==> src/sv/lcr_pkg.sv <==
// ----------------------------------------------------------------------------
// Linear column resampler package
// Shared types and constants: request payloads, configuration, job records.
// ----------------------------------------------------------------------------
package lcr_pkg;

  localparam int unsigned SAMPLE_BITS = 16;
  localparam int unsigned CNT_W       = 7;
  localparam int unsigned SPC_W       = 16;
  localparam int unsigned POS_W       = 26;
  localparam int unsigned OFFS_W      = 24;
  localparam int unsigned WGT_W       = 16;
  localparam int unsigned IB_W        = 7;
  localparam int unsigned QUO_W       = IB_W + WGT_W;
  localparam int unsigned CFG_IDX_W   = 3;
  localparam int unsigned CFG_DATA_W  = 16;

  localparam logic [CFG_IDX_W-1:0] REG_OLD_COUNT     = 3'd0;
  localparam logic [CFG_IDX_W-1:0] REG_NEW_COUNT     = 3'd1;
  localparam logic [CFG_IDX_W-1:0] REG_OLD_SPACING   = 3'd2;
  localparam logic [CFG_IDX_W-1:0] REG_NEW_SPACING   = 3'd3;
  localparam logic [CFG_IDX_W-1:0] REG_SAMPLE_FORMAT = 3'd4;

  typedef enum logic [1:0] {
    KIND_INTERP,
    KIND_LOW,
    KIND_HIGH,
    KIND_ZERO
  } job_kind_e;

  typedef struct packed {
    logic signed [SAMPLE_BITS-1:0] sample;
    logic                          last_sample;
  } in_item_t;

  typedef struct packed {
    logic signed [SAMPLE_BITS-1:0] value;
    logic                          last_value;
  } out_item_t;

  // counts clamped to 2..MAX_SLICES, spacings forced nonzero
  typedef struct packed {
    logic [CNT_W-1:0] n;
    logic [CNT_W-1:0] m;
    logic [SPC_W-1:0] so;
    logic [SPC_W-1:0] sn;
    logic             fmt;
  } cfg_t;

  typedef struct packed {
    job_kind_e         kind;
    logic [OFFS_W-1:0] offs;
    logic              last;
  } job_t;

endpackage

==> src/sv/lcr_fifo.sv <==
// ----------------------------------------------------------------------------
// Linear column resampler queue
// Small register queue with push/full and pop/empty sides.
// ----------------------------------------------------------------------------
module lcr_fifo #(
  parameter type         T     = logic,
  parameter int unsigned DEPTH = 2
) (
  input  logic clk_i,
  input  logic rst_ni,
  input  logic push_i,
  input  T     data_i,
  output logic full_o,
  input  logic pop_i,
  output T     data_o,
  output logic empty_o
);

  localparam int unsigned PTR_W = (DEPTH > 1) ? $clog2(DEPTH) : 1;
  localparam int unsigned CNT_W = $clog2(DEPTH + 1);

  T                   entries_q [DEPTH];
  logic [PTR_W-1:0]   wptr_q, wptr_d, rptr_q, rptr_d;
  logic [CNT_W-1:0]   count_q, count_d;
  logic               do_push, do_pop;

  assign full_o  = (count_q == CNT_W'(DEPTH));
  assign empty_o = (count_q == '0);
  assign do_push = push_i && !full_o;
  assign do_pop  = pop_i && !empty_o;
  assign data_o  = entries_q[rptr_q];

  always_comb begin
    wptr_d  = wptr_q;
    rptr_d  = rptr_q;
    count_d = count_q;
    if (do_push) begin
      wptr_d = (wptr_q == PTR_W'(DEPTH - 1)) ? '0 : wptr_q + 1'b1;
    end
    if (do_pop) begin
      rptr_d = (rptr_q == PTR_W'(DEPTH - 1)) ? '0 : rptr_q + 1'b1;
    end
    if (do_push && !do_pop) begin
      count_d = count_q + 1'b1;
    end else if (do_pop && !do_push) begin
      count_d = count_q - 1'b1;
    end
  end

  always_ff @(posedge clk_i or negedge rst_ni) begin
    if (!rst_ni) begin
      wptr_q  <= '0;
      rptr_q  <= '0;
      count_q <= '0;
    end else begin
      wptr_q  <= wptr_d;
      rptr_q  <= rptr_d;
      count_q <= count_d;
    end
  end

  always_ff @(posedge clk_i) begin
    if (do_push) begin
      entries_q[wptr_q] <= data_i;
    end
  end

endmodule

==> src/sv/lcr_front.sv <==
// ----------------------------------------------------------------------------
// Linear column resampler front end
// Loads column samples into the store; at column end places each output on
// the new grid and classifies it into one job for the back end.
// ----------------------------------------------------------------------------
module lcr_front #(
  parameter int unsigned MAX_SLICES = 64
) (
  input  logic                              clk_i,
  input  logic                              rst_ni,
  input  lcr_pkg::cfg_t                     cfg_i,
  input  logic                              push_i,
  input  lcr_pkg::in_item_t                 item_i,
  output logic                              full_o,
  output logic                              wr_en_o,
  output logic [$clog2(MAX_SLICES)-1:0]     wr_addr_o,
  output logic [lcr_pkg::SAMPLE_BITS-1:0]   wr_data_o,
  output logic                              job_push_o,
  output lcr_pkg::job_t                     job_o,
  input  logic                              job_full_i,
  input  logic                              col_done_i
);

  import lcr_pkg::*;

  localparam int unsigned IDX_W  = $clog2(MAX_SLICES);
  localparam int unsigned LOAD_W = $clog2(MAX_SLICES + 1);

  localparam logic [2:0] FS_LOAD = 3'd0;
  localparam logic [2:0] FS_PREP = 3'd1;
  localparam logic [2:0] FS_MUL  = 3'd2;
  localparam logic [2:0] FS_PUSH = 3'd3;
  localparam logic [2:0] FS_WAIT = 3'd4;

  logic [2:0]              state_q, state_d;
  logic [LOAD_W-1:0]       load_idx_q, load_idx_d;
  logic [CNT_W-1:0]        idx_q, idx_d;
  logic [2*CNT_W+8:0]      nso_q, nso_d;
  logic signed [POS_W-1:0] x_q, x_d;

  logic                    accept;
  logic signed [8:0]       tpos;
  logic signed [POS_W-1:0] first, last, so_ext, lo_gap, hi_gap, offs;

  assign full_o = (state_q != FS_LOAD);
  assign accept = push_i && !full_o;

  assign wr_en_o   = accept && (32'(load_idx_q) < MAX_SLICES);
  assign wr_addr_o = load_idx_q[IDX_W-1:0];
  assign wr_data_o = cfg_i.fmt ? {8'h00, item_i.sample[7:0]} : item_i.sample;

  // doubled positions: output at (2i - m) * sn, inputs from -n*so to (n-2)*so
  assign tpos   = $signed({1'b0, idx_q, 1'b0}) - $signed({2'b00, cfg_i.m});
  assign x_d    = tpos * $signed({1'b0, cfg_i.sn});
  assign nso_d  = cfg_i.n * cfg_i.so;
  assign so_ext = $signed({{(POS_W-SPC_W){1'b0}}, cfg_i.so});
  assign first  = -$signed({3'b000, nso_q});
  assign last   = $signed({3'b000, nso_q}) - (so_ext <<< 1);
  assign lo_gap = first - x_q;
  assign hi_gap = x_q - last;
  assign offs   = x_q - first;

  always_comb begin
    job_o.last = (idx_q == cfg_i.m - 1'b1);
    job_o.offs = offs[OFFS_W-1:0];
    if (x_q < first) begin
      job_o.kind = (lo_gap <= so_ext) ? KIND_LOW : KIND_ZERO;
    end else if (x_q > last) begin
      job_o.kind = (hi_gap <= so_ext) ? KIND_HIGH : KIND_ZERO;
    end else begin
      job_o.kind = KIND_INTERP;
    end
  end

  assign job_push_o = (state_q == FS_PUSH) && !job_full_i;

  always_comb begin
    state_d    = state_q;
    load_idx_d = load_idx_q;
    idx_d      = idx_q;
    unique case (state_q)
      FS_LOAD: begin
        if (accept) begin
          if (wr_en_o) begin
            load_idx_d = load_idx_q + 1'b1;
          end
          if (item_i.last_sample) begin
            load_idx_d = '0;
            idx_d      = '0;
            state_d    = FS_PREP;
          end
        end
      end
      FS_PREP: state_d = FS_MUL;
      FS_MUL:  state_d = FS_PUSH;
      FS_PUSH: begin
        if (!job_full_i) begin
          if (job_o.last) begin
            state_d = FS_WAIT;
          end else begin
            idx_d   = idx_q + 1'b1;
            state_d = FS_MUL;
          end
        end
      end
      FS_WAIT: begin
        if (col_done_i) begin
          state_d = FS_LOAD;
        end
      end
      default: state_d = FS_LOAD;
    endcase
  end

  always_ff @(posedge clk_i or negedge rst_ni) begin
    if (!rst_ni) begin
      state_q    <= FS_LOAD;
      load_idx_q <= '0;
      idx_q      <= '0;
    end else begin
      state_q    <= state_d;
      load_idx_q <= load_idx_d;
      idx_q      <= idx_d;
    end
  end

  always_ff @(posedge clk_i) begin
    if (state_q == FS_PREP) begin
      nso_q <= nso_d;
    end
    if (state_q == FS_MUL) begin
      x_q <= x_d;
    end
  end

endmodule

==> src/sv/lcr_back.sv <==
// ----------------------------------------------------------------------------
// Linear column resampler back end
// Holds the column store; for interpolation jobs runs a bit-serial divide for
// bracket and weight, then reads both neighbors, interpolates, rounds and clamps.
// ----------------------------------------------------------------------------
module lcr_back #(
  parameter int unsigned MAX_SLICES = 64
) (
  input  logic                              clk_i,
  input  logic                              rst_ni,
  input  lcr_pkg::cfg_t                     cfg_i,
  input  logic                              wr_en_i,
  input  logic [$clog2(MAX_SLICES)-1:0]     wr_addr_i,
  input  logic [lcr_pkg::SAMPLE_BITS-1:0]   wr_data_i,
  input  lcr_pkg::job_t                     job_i,
  input  logic                              job_empty_i,
  output logic                              job_pop_o,
  output logic                              out_push_o,
  output lcr_pkg::out_item_t                out_o,
  input  logic                              out_full_i,
  output logic                              col_done_o
);

  import lcr_pkg::*;

  localparam int unsigned IDX_W  = $clog2(MAX_SLICES);
  localparam int unsigned STEP_W = $clog2(QUO_W + 1);
  localparam int unsigned REM_W  = SPC_W + 1;
  localparam int unsigned ACC_W  = 35;
  localparam int unsigned RES_W  = ACC_W - WGT_W;

  localparam logic [2:0] BS_IDLE = 3'd0;
  localparam logic [2:0] BS_DIV  = 3'd1;
  localparam logic [2:0] BS_RD0  = 3'd2;
  localparam logic [2:0] BS_RD1  = 3'd3;
  localparam logic [2:0] BS_MUL  = 3'd4;
  localparam logic [2:0] BS_SUM  = 3'd5;
  localparam logic [2:0] BS_OUT  = 3'd6;

  localparam logic signed [RES_W-1:0] S_MIN = -RES_W'(32768);
  localparam logic signed [RES_W-1:0] S_MAX = RES_W'(32767);
  localparam logic signed [RES_W-1:0] U_MAX = RES_W'(255);

  logic signed [SAMPLE_BITS-1:0] mem_q [MAX_SLICES];
  logic signed [SAMPLE_BITS-1:0] rd_data_q;
  logic [IDX_W-1:0]              rd_addr;

  logic [2:0]                    state_q, state_d;
  logic [REM_W-1:0]              rem_q, rem_d;
  logic [QUO_W-1:0]              sh_q, sh_d, quo_q, quo_d;
  logic [STEP_W-1:0]             step_q, step_d;
  logic                          zero_q, zero_d, last_q, last_d;
  logic signed [SAMPLE_BITS-1:0] v0_q, res_q, res_d;
  logic signed [2*SAMPLE_BITS+1:0] prod_q, prod_d;

  logic [REM_W:0]                trial;
  logic [REM_W-1:0]              sp2;
  logic                          ge;
  logic [IB_W-1:0]               ib;
  logic [WGT_W-1:0]              w1;
  logic [IB_W:0]                 ib_next;
  logic signed [SAMPLE_BITS-1:0] v1;
  logic signed [SAMPLE_BITS:0]   diff;
  logic signed [ACC_W-1:0]       acc;
  logic signed [RES_W-1:0]       rnd;

  assign ib      = quo_q[QUO_W-1:WGT_W];
  assign w1      = quo_q[WGT_W-1:0];
  assign ib_next = {1'b0, ib} + 1'b1;
  assign rd_addr = (state_q == BS_RD1) ? IDX_W'(ib_next) : IDX_W'(ib);

  always_ff @(posedge clk_i) begin
    if (wr_en_i) begin
      mem_q[wr_addr_i] <= wr_data_i;
    end
    rd_data_q <= mem_q[rd_addr];
  end

  // restoring divide: floor(offs * 2^16 / (2*so)) = {bracket, weight}
  assign sp2   = {cfg_i.so, 1'b0};
  assign trial = {rem_q, sh_q[QUO_W-1]};
  assign ge    = (trial >= {1'b0, sp2});

  assign v1     = (ib_next < {1'b0, cfg_i.n}) ? rd_data_q : v0_q;
  assign diff   = $signed({v1[SAMPLE_BITS-1], v1}) - $signed({v0_q[SAMPLE_BITS-1], v0_q});
  assign prod_d = diff * $signed({1'b0, w1});
  assign acc    = ACC_W'($signed({v0_q, 16'h0000})) + ACC_W'(prod_q)
                + ACC_W'(33'sd32768);
  assign rnd    = acc[ACC_W-1:WGT_W];

  always_comb begin
    if (cfg_i.fmt) begin
      if (rnd < 0) begin
        res_d = '0;
      end else if (rnd > U_MAX) begin
        res_d = SAMPLE_BITS'(U_MAX);
      end else begin
        res_d = SAMPLE_BITS'(rnd);
      end
    end else begin
      if (rnd < S_MIN) begin
        res_d = SAMPLE_BITS'(S_MIN);
      end else if (rnd > S_MAX) begin
        res_d = SAMPLE_BITS'(S_MAX);
      end else begin
        res_d = SAMPLE_BITS'(rnd);
      end
    end
  end

  assign job_pop_o   = (state_q == BS_IDLE) && !job_empty_i;
  assign out_push_o  = (state_q == BS_OUT) && !out_full_i;
  assign out_o.value = zero_q ? '0 : res_q;
  assign out_o.last_value = last_q;
  assign col_done_o  = out_push_o && last_q;

  always_comb begin
    state_d = state_q;
    rem_d   = rem_q;
    sh_d    = sh_q;
    quo_d   = quo_q;
    step_d  = step_q;
    zero_d  = zero_q;
    last_d  = last_q;
    unique case (state_q)
      BS_IDLE: begin
        if (!job_empty_i) begin
          last_d = job_i.last;
          zero_d = 1'b0;
          unique case (job_i.kind)
            KIND_INTERP: begin
              rem_d   = REM_W'(job_i.offs[OFFS_W-1:IB_W]);
              sh_d    = {job_i.offs[IB_W-1:0], {WGT_W{1'b0}}};
              step_d  = STEP_W'(QUO_W);
              state_d = BS_DIV;
            end
            KIND_LOW: begin
              quo_d   = '0;
              state_d = BS_RD0;
            end
            KIND_HIGH: begin
              quo_d   = {cfg_i.n - 1'b1, {WGT_W{1'b0}}};
              state_d = BS_RD0;
            end
            default: begin
              zero_d  = 1'b1;
              state_d = BS_OUT;
            end
          endcase
        end
      end
      BS_DIV: begin
        rem_d  = ge ? REM_W'(trial - {1'b0, sp2}) : REM_W'(trial);
        sh_d   = {sh_q[QUO_W-2:0], 1'b0};
        quo_d  = {quo_q[QUO_W-2:0], ge};
        step_d = step_q - 1'b1;
        if (step_q == STEP_W'(1)) begin
          state_d = BS_RD0;
        end
      end
      BS_RD0:  state_d = BS_RD1;
      BS_RD1:  state_d = BS_MUL;
      BS_MUL:  state_d = BS_SUM;
      BS_SUM:  state_d = BS_OUT;
      BS_OUT: begin
        if (!out_full_i) begin
          state_d = BS_IDLE;
        end
      end
      default: state_d = BS_IDLE;
    endcase
  end

  always_ff @(posedge clk_i or negedge rst_ni) begin
    if (!rst_ni) begin
      state_q <= BS_IDLE;
      step_q  <= '0;
    end else begin
      state_q <= state_d;
      step_q  <= step_d;
    end
  end

  always_ff @(posedge clk_i) begin
    rem_q  <= rem_d;
    sh_q   <= sh_d;
    quo_q  <= quo_d;
    zero_q <= zero_d;
    last_q <= last_d;
    if (state_q == BS_RD1) begin
      v0_q <= rd_data_q;
    end
    if (state_q == BS_MUL) begin
      prod_q <= prod_d;
    end
    if (state_q == BS_SUM) begin
      res_q <= res_d;
    end
  end

endmodule

==> src/sv/linear_column_resampler.sv <==
// ----------------------------------------------------------------------------
// Linear column resampler
// Loads a column of samples on a centered grid and emits it resampled onto a
// second centered grid by linear interpolation, rounded and clamped.
// ----------------------------------------------------------------------------
//  Channel   Dir  Handshake               Payload
//  input     in   push / full             in_item_i  (sample, last_sample)
//  result    out  empty / pop             out_item_o (value, last_value)
//  config    in   cfg_we_i, cfg_idx_i     cfg_wdata_i
//
//  Samples are taken one per cycle while a column loads. After the last
//  sample, full stays high until the back end has read the store for every
//  output (each interpolated output first runs a 23-step serial divider);
//  results wait in a 2-entry queue. Reset returns the control and config
//  registers to defaults; the column store is not cleared.
// ----------------------------------------------------------------------------
module linear_column_resampler #(
  parameter int unsigned MAX_SLICES = 64
) (
  input  logic                              clk_i,
  input  logic                              rst_ni,
  input  logic                              push,
  input  lcr_pkg::in_item_t                 in_item_i,
  output logic                              full,
  output logic                              empty,
  input  logic                              pop,
  output lcr_pkg::out_item_t                out_item_o,
  input  logic                              cfg_we_i,
  input  logic [lcr_pkg::CFG_IDX_W-1:0]     cfg_idx_i,
  input  logic [lcr_pkg::CFG_DATA_W-1:0]    cfg_wdata_i
);

  import lcr_pkg::*;

  localparam int unsigned IDX_W = $clog2(MAX_SLICES);

  logic [CNT_W-1:0] old_count_q, new_count_q;
  logic [SPC_W-1:0] old_spacing_q, new_spacing_q;
  logic             sample_format_q;
  cfg_t             cfg;

  logic                   wr_en;
  logic [IDX_W-1:0]       wr_addr;
  logic [SAMPLE_BITS-1:0] wr_data;
  logic                   job_push, job_full, job_pop, job_empty;
  job_t                   job_in, job_out;
  logic                   out_push, out_full, col_done;
  out_item_t              out_in;

  always_ff @(posedge clk_i or negedge rst_ni) begin
    if (!rst_ni) begin
      old_count_q     <= CNT_W'(2);
      new_count_q     <= CNT_W'(2);
      old_spacing_q   <= SPC_W'(256);
      new_spacing_q   <= SPC_W'(256);
      sample_format_q <= 1'b0;
    end else if (cfg_we_i) begin
      unique case (cfg_idx_i)
        REG_OLD_COUNT:     old_count_q     <= cfg_wdata_i[CNT_W-1:0];
        REG_NEW_COUNT:     new_count_q     <= cfg_wdata_i[CNT_W-1:0];
        REG_OLD_SPACING:   old_spacing_q   <= cfg_wdata_i[SPC_W-1:0];
        REG_NEW_SPACING:   new_spacing_q   <= cfg_wdata_i[SPC_W-1:0];
        REG_SAMPLE_FORMAT: sample_format_q <= cfg_wdata_i[0];
        default: ;
      endcase
    end
  end

  function automatic logic [CNT_W-1:0] clamp_count(input logic [CNT_W-1:0] c);
    logic [CNT_W-1:0] r;
    r = c;
    if (c < CNT_W'(2)) begin
      r = CNT_W'(2);
    end else if (32'(c) > MAX_SLICES) begin
      r = CNT_W'(MAX_SLICES);
    end
    return r;
  endfunction

  assign cfg.n   = clamp_count(old_count_q);
  assign cfg.m   = clamp_count(new_count_q);
  assign cfg.so  = (old_spacing_q == '0) ? SPC_W'(1) : old_spacing_q;
  assign cfg.sn  = (new_spacing_q == '0) ? SPC_W'(1) : new_spacing_q;
  assign cfg.fmt = sample_format_q;

  lcr_front #(
    .MAX_SLICES (MAX_SLICES)
  ) u_front (
    .clk_i      (clk_i),
    .rst_ni     (rst_ni),
    .cfg_i      (cfg),
    .push_i     (push),
    .item_i     (in_item_i),
    .full_o     (full),
    .wr_en_o    (wr_en),
    .wr_addr_o  (wr_addr),
    .wr_data_o  (wr_data),
    .job_push_o (job_push),
    .job_o      (job_in),
    .job_full_i (job_full),
    .col_done_i (col_done)
  );

  lcr_fifo #(
    .T     (job_t),
    .DEPTH (4)
  ) u_job_q (
    .clk_i   (clk_i),
    .rst_ni  (rst_ni),
    .push_i  (job_push),
    .data_i  (job_in),
    .full_o  (job_full),
    .pop_i   (job_pop),
    .data_o  (job_out),
    .empty_o (job_empty)
  );

  lcr_back #(
    .MAX_SLICES (MAX_SLICES)
  ) u_back (
    .clk_i       (clk_i),
    .rst_ni      (rst_ni),
    .cfg_i       (cfg),
    .wr_en_i     (wr_en),
    .wr_addr_i   (wr_addr),
    .wr_data_i   (wr_data),
    .job_i       (job_out),
    .job_empty_i (job_empty),
    .job_pop_o   (job_pop),
    .out_push_o  (out_push),
    .out_o       (out_in),
    .out_full_i  (out_full),
    .col_done_o  (col_done)
  );

  lcr_fifo #(
    .T     (out_item_t),
    .DEPTH (2)
  ) u_out_q (
    .clk_i   (clk_i),
    .rst_ni  (rst_ni),
    .push_i  (out_push),
    .data_i  (out_in),
    .full_o  (out_full),
    .pop_i   (pop),
    .data_o  (out_item_o),
    .empty_o (empty)
  );

`ifndef NO_ASSERTIONS
  a_load_no_jobs: assert property (@(posedge clk_i) disable iff (!rst_ni)
    !full |-> job_empty)
    else $error("input open while jobs of a column are pending");

  a_done_reopens: assert property (@(posedge clk_i) disable iff (!rst_ni)
    col_done |=> !full)
    else $error("input stays closed after column done");

  a_job_pop_ok: assert property (@(posedge clk_i) disable iff (!rst_ni)
    job_pop |-> !job_empty)
    else $error("job popped from empty queue");

  a_store_quiet: assert property (@(posedge clk_i) disable iff (!rst_ni)
    wr_en |-> (job_empty && !col_done))
    else $error("store written while back end is busy");
`endif

endmodule

==> config.mk <==
export PLATFORM = sky130hd
export DESIGN_NAME = linear_column_resampler
export DESIGN_NICKNAME = d
export VERILOG_FILES = /design/src/sv/lcr_pkg.sv /design/src/sv/lcr_fifo.sv /design/src/sv/lcr_front.sv /design/src/sv/lcr_back.sv /design/src/sv/linear_column_resampler.sv
export SDC_FILE = /design/constraint.sdc
export NUM_CORES = 2
export LEC_CHECK = 0
export ABC_AREA = 1
export BUFFER_PORTS_ARGS = -buffer_cell sky130_fd_sc_hd__buf_4
export CORE_MARGIN = 2
export CORE_UTILIZATION = 38
export DETAILED_ROUTE_END_ITERATION = 6
export GPL_TIMING_DRIVEN = 1
export SYNTH_ARGS = -nofsm -noshare
export SYNTH_HDL_FRONTEND = slang
export SYNTH_HIERARCHICAL = 1
export SYNTH_SLANG_ARGS = --single-unit
==> constraint.sdc <==
create_clock -name clk_i -period 10 [get_ports clk_i]
set_clock_uncertainty 0.1 [all_clocks]
set_input_delay 2 -clock clk_i [delete_from_list [all_inputs] [get_ports clk_i]]
set_output_delay 2 -clock clk_i [all_outputs]
set_load 0.005 [all_outputs]
==> key figures <==
Critical path
  • Buf+Inv Stages, Crit Path: 9
  • Critical path depth in cells: 41
  • CP top delay family: adder cells
  • CP Launch Type: register
  • CP Capture Type: register
  • Critical path class: reg -> reg
  • WP data arrival: 9.90 ns
  • Critical Path Fanout Max: 16
  • CP max stage delay: 0.56 ns
  • Worst Path Required: 10.41 ns
  • CP most frequent cell: fa_1
  • Reg2Reg Depth: 41
  • Crit path max-delay cell type: fa_1

GRT
  • Largest net degree at the start of global routing: 213
  • First-pass GRT wire length: 379 mm
  • Initial antenna violation count: 0
  • Vias in the first global route: 63100
  • GR Overflow Total: 0
  • GRT Total Usage: 20.8%

Timing
  • Worst-Margin Slew: 1.14 ns
  • Fmax: 105 MHz
  • Fin. max-slew vios: 0
  • Final period util: 94.9%
  • Max-slew headroom: 24.0%
  • Final min period: 9.49 ns
  • Final hold violation count: 0
  • Final setup TNS: 0 ns
  • Final setup viols: 0

Place
  • GPL Wtd Cong: 0.917
  • Number of port buffers: 59
  • Post-DP HPWL: 169 mm
  • Post-Place Cells: 12200

Floorplan
  • Std cell rows: 176
  • Die footprint: 235000 µm²
  • Die Ht: 485 µm
  • # IOs: 60
  • Die W: 485 µm
  • Core ar.: 230000 µm²
  • Starting Density: 38.2%

Synth
  • Post-synth top flop: edfxtp_1
  • Top post-synthesis cells by area: edfxtp_1 (45%), fa_1 (10%), nand2_1 (9.5%)
  • Net Count, Synth: 10200
  • Gate Count Post-Synth: 9316
  • Number of flops mapped to enable cells by yosys: 1315
  • Async S/R FF share, synth: 5.87%
  • Distinct cells, synth: 69
  • Synth area leader: edfxtp_1
  • Mean Syn Cell Area: 9.43 µm²
  • Synth Register Bits: 1414
  • Yosys warnings: 6
  • Post-synth top area share: 44.9%
  • Sequential area share after synthesis: 47.7%
  • Syn Std Cell Area: 87900 µm²

Final layout
  • Ratio of cells with drive above 1 in the final layout: 6.95%
  • NumNets Final: 10200
  • Finished Layout Cells: 12500
  • Area Growth Syn to Fin: 10.2%
  • Most frequent cells in the layout: nand2_1 (2219), inv_1 (1552), edfxtp_1 (1315), nand3_1 (679), nor2_1 (615)
  • Commonest non-fill, non-tap cell in the layout: nand2_1
  • Post-route core utilization: 42.1%

Clock tree
  • CTS Sinks: 1414
  • Worst-path clk slew: 0.07 ns
  • Clock Latency Late Sink: 0.83 ns
  • Hold_buf cts: 0
  • CTS Root Cell: clkbuf_16
  • CTS tree: built
  • Number of CTS-inserted buffers: 153
  • CTS Buffer Depth: 3
  • H-tree depth: 4

Detailed routing
  • Routed vias/inst: 5.12
  • DR pass1 iterations: 7
  • Drt total wl: 246 mm
  • Via Count: 63800
  • 1st-iter DRT viols: 5709
  • Post-route DRC: 1
  • Post-detailed-route count of antenna-violating nets: 0
  • DR WL/cell: 19.8 µm

Flow run
  • Max_cap viols: 0

Run status
  • Status: finished, violations left
  • Failing checks: design-rule violations

Hold path
  • Worst Hold Class: reg -> reg
  • Worst Hold Depth: 0
[timing repair]
action	in CTS	in global routing
buffers inserted	0	9
resized for setup	0	37
endpoints found under the setup margin	0	18
[stage by stage]
step	cell area [µm²]	hold WS (ns)	setup slack [ns]
final	96900	0.360	0.511
after global routing	96900	0.371	-0.00835
after CTS	96700	0.365	0.158
after detailed placement	91600	0.347	0.217
after global placement	91600	0.341	0.281
after floorplan	87900	0.303	0.769
[sequential cells by signal, summed over array words and instances, names as in the netlist, 3 cells and up]
register and count:
new_count_q 7, new_spacing_q 16, old_count_q 7, old_spacing_q 16, u_back/mem_q 1024, u_back/prod_q 19, u_back/quo_q 23, u_back/rd_data_q 16
u_back/rem_q 17, u_back/res_q 16, u_back/sh_q 7, u_back/state_q 3, u_back/step_q 5, u_back/v0_q 16, u_front/idx_q 7, u_front/load_idx_q 7
u_front/nso_q 23, u_front/state_q 3, u_front/x_q 26, u_job_q/count_q 3, u_job_q/entries_q 108, u_out_q/entries_q 34
[worst paths after layout]
| kind | slack, ns | start | endpoint |
|---|---|---|---|
| max in group asynchronous | 7.52 | rst_ni | old_spacing_q[14] |
| setup / recovery | 0.51 | u_back/quo_q[16] | u_back/prod_q[26] |
| hold / removal | 0.36 | u_back/rd_data_q[15] | u_back/v0_q[15] |
| min in group asynchronous | 1.00 | rst_ni | u_job_q/count_q[2] |
| setup reg to reg | 0.51 | u_back/quo_q[16] | u_back/prod_q[26] |
| hold reg to reg | 0.36 | u_back/rd_data_q[15] | u_back/v0_q[15] |
[synth_stat cells (5+ instances only)]
| master | number |
|---|---|
| buf_1 | 19 |
| or2_2 | 16 |
| clkbuf_2 | 11 |
| a211oi_1 | 9 |
| ha_1 | 393 |
| a21o_1 | 18 |
| xor2_1 | 122 |
| inv_1 | 1554 |
| edfxtp_1 | 1315 |
| clkbuf_1 | 179 |
| dfrtp_1 | 79 |
| nor3_2 | 6 |
| and2_1 | 9 |
| nand3b_1 | 20 |
| nand2_2 | 27 |
| o22ai_1 | 8 |
| dfxtp_1 | 16 |
| nor2_4 | 5 |
| xnor2_1 | 78 |
| nand2_1 | 2224 |
| nand3_1 | 680 |
| o21bai_1 | 20 |
| nor2_1 | 634 |
| clkinv_1 | 10 |
| nor2_2 | 7 |
| nand4_1 | 80 |
| o211ai_1 | 254 |
| o21ai_1 | 44 |
| inv_2 | 15 |
| o21ai_0 | 319 |
| buf_4 | 33 |
| nor3_1 | 39 |
| nand3_2 | 6 |
| buf_2 | 133 |
| fa_1 | 448 |
| nor4_1 | 11 |
| o21ai_2 | 40 |
| a21oi_1 | 336 |
| a31oi_1 | 12 |
| buf_6 | 25 |
[cell families after synthesis]
family,share of synthesized area (%)
flip-flops,47.7
AO/OA/AOI/OAI,7.46
buffers and inverters,9.04
adder cells (fa/ha/maj),15.8
AND/OR/NAND/NOR,18.0
XOR/XNOR,2.05
[worst reg2reg max path, delay by kind of cell, from the launching register on]
family                     cells  cell delay, ns
AOI/OAI and AO/OA              8            1.34
buffers and inverters          9            1.14
xor gates and xnor gates       2            0.36
and+or+nand+nor               12            1.58
adders and majority gates     10            4.21
DFF                            1            0.44
[layout make-up]
cell class                      instances  area [µm²]
Clock buffer                          188        4030
Clock inverter                         91        1040
Multi-Input combinational cell       5921       38300
Sequential cell                      1414       41900
Antenna cell                            1        2.50
Tap cell                             3026        3790
Inverter                             1580        5960
Fill cell                           22300      133000
Timing Repair Buffer                  244        1870
[routing by layer]
layer	track usage [%]	vias up	share of wire [%]
li1	-	30300	-
met1	28.4	31300	44
met2	34.6	1852	48
met3	3.06	329	5.9
met4	5.68	0	2.6
met5	0	-	0
Power is not shown: default switching activity piles up to over one toggle a cycle in this logic, so the estimate is an artifact.
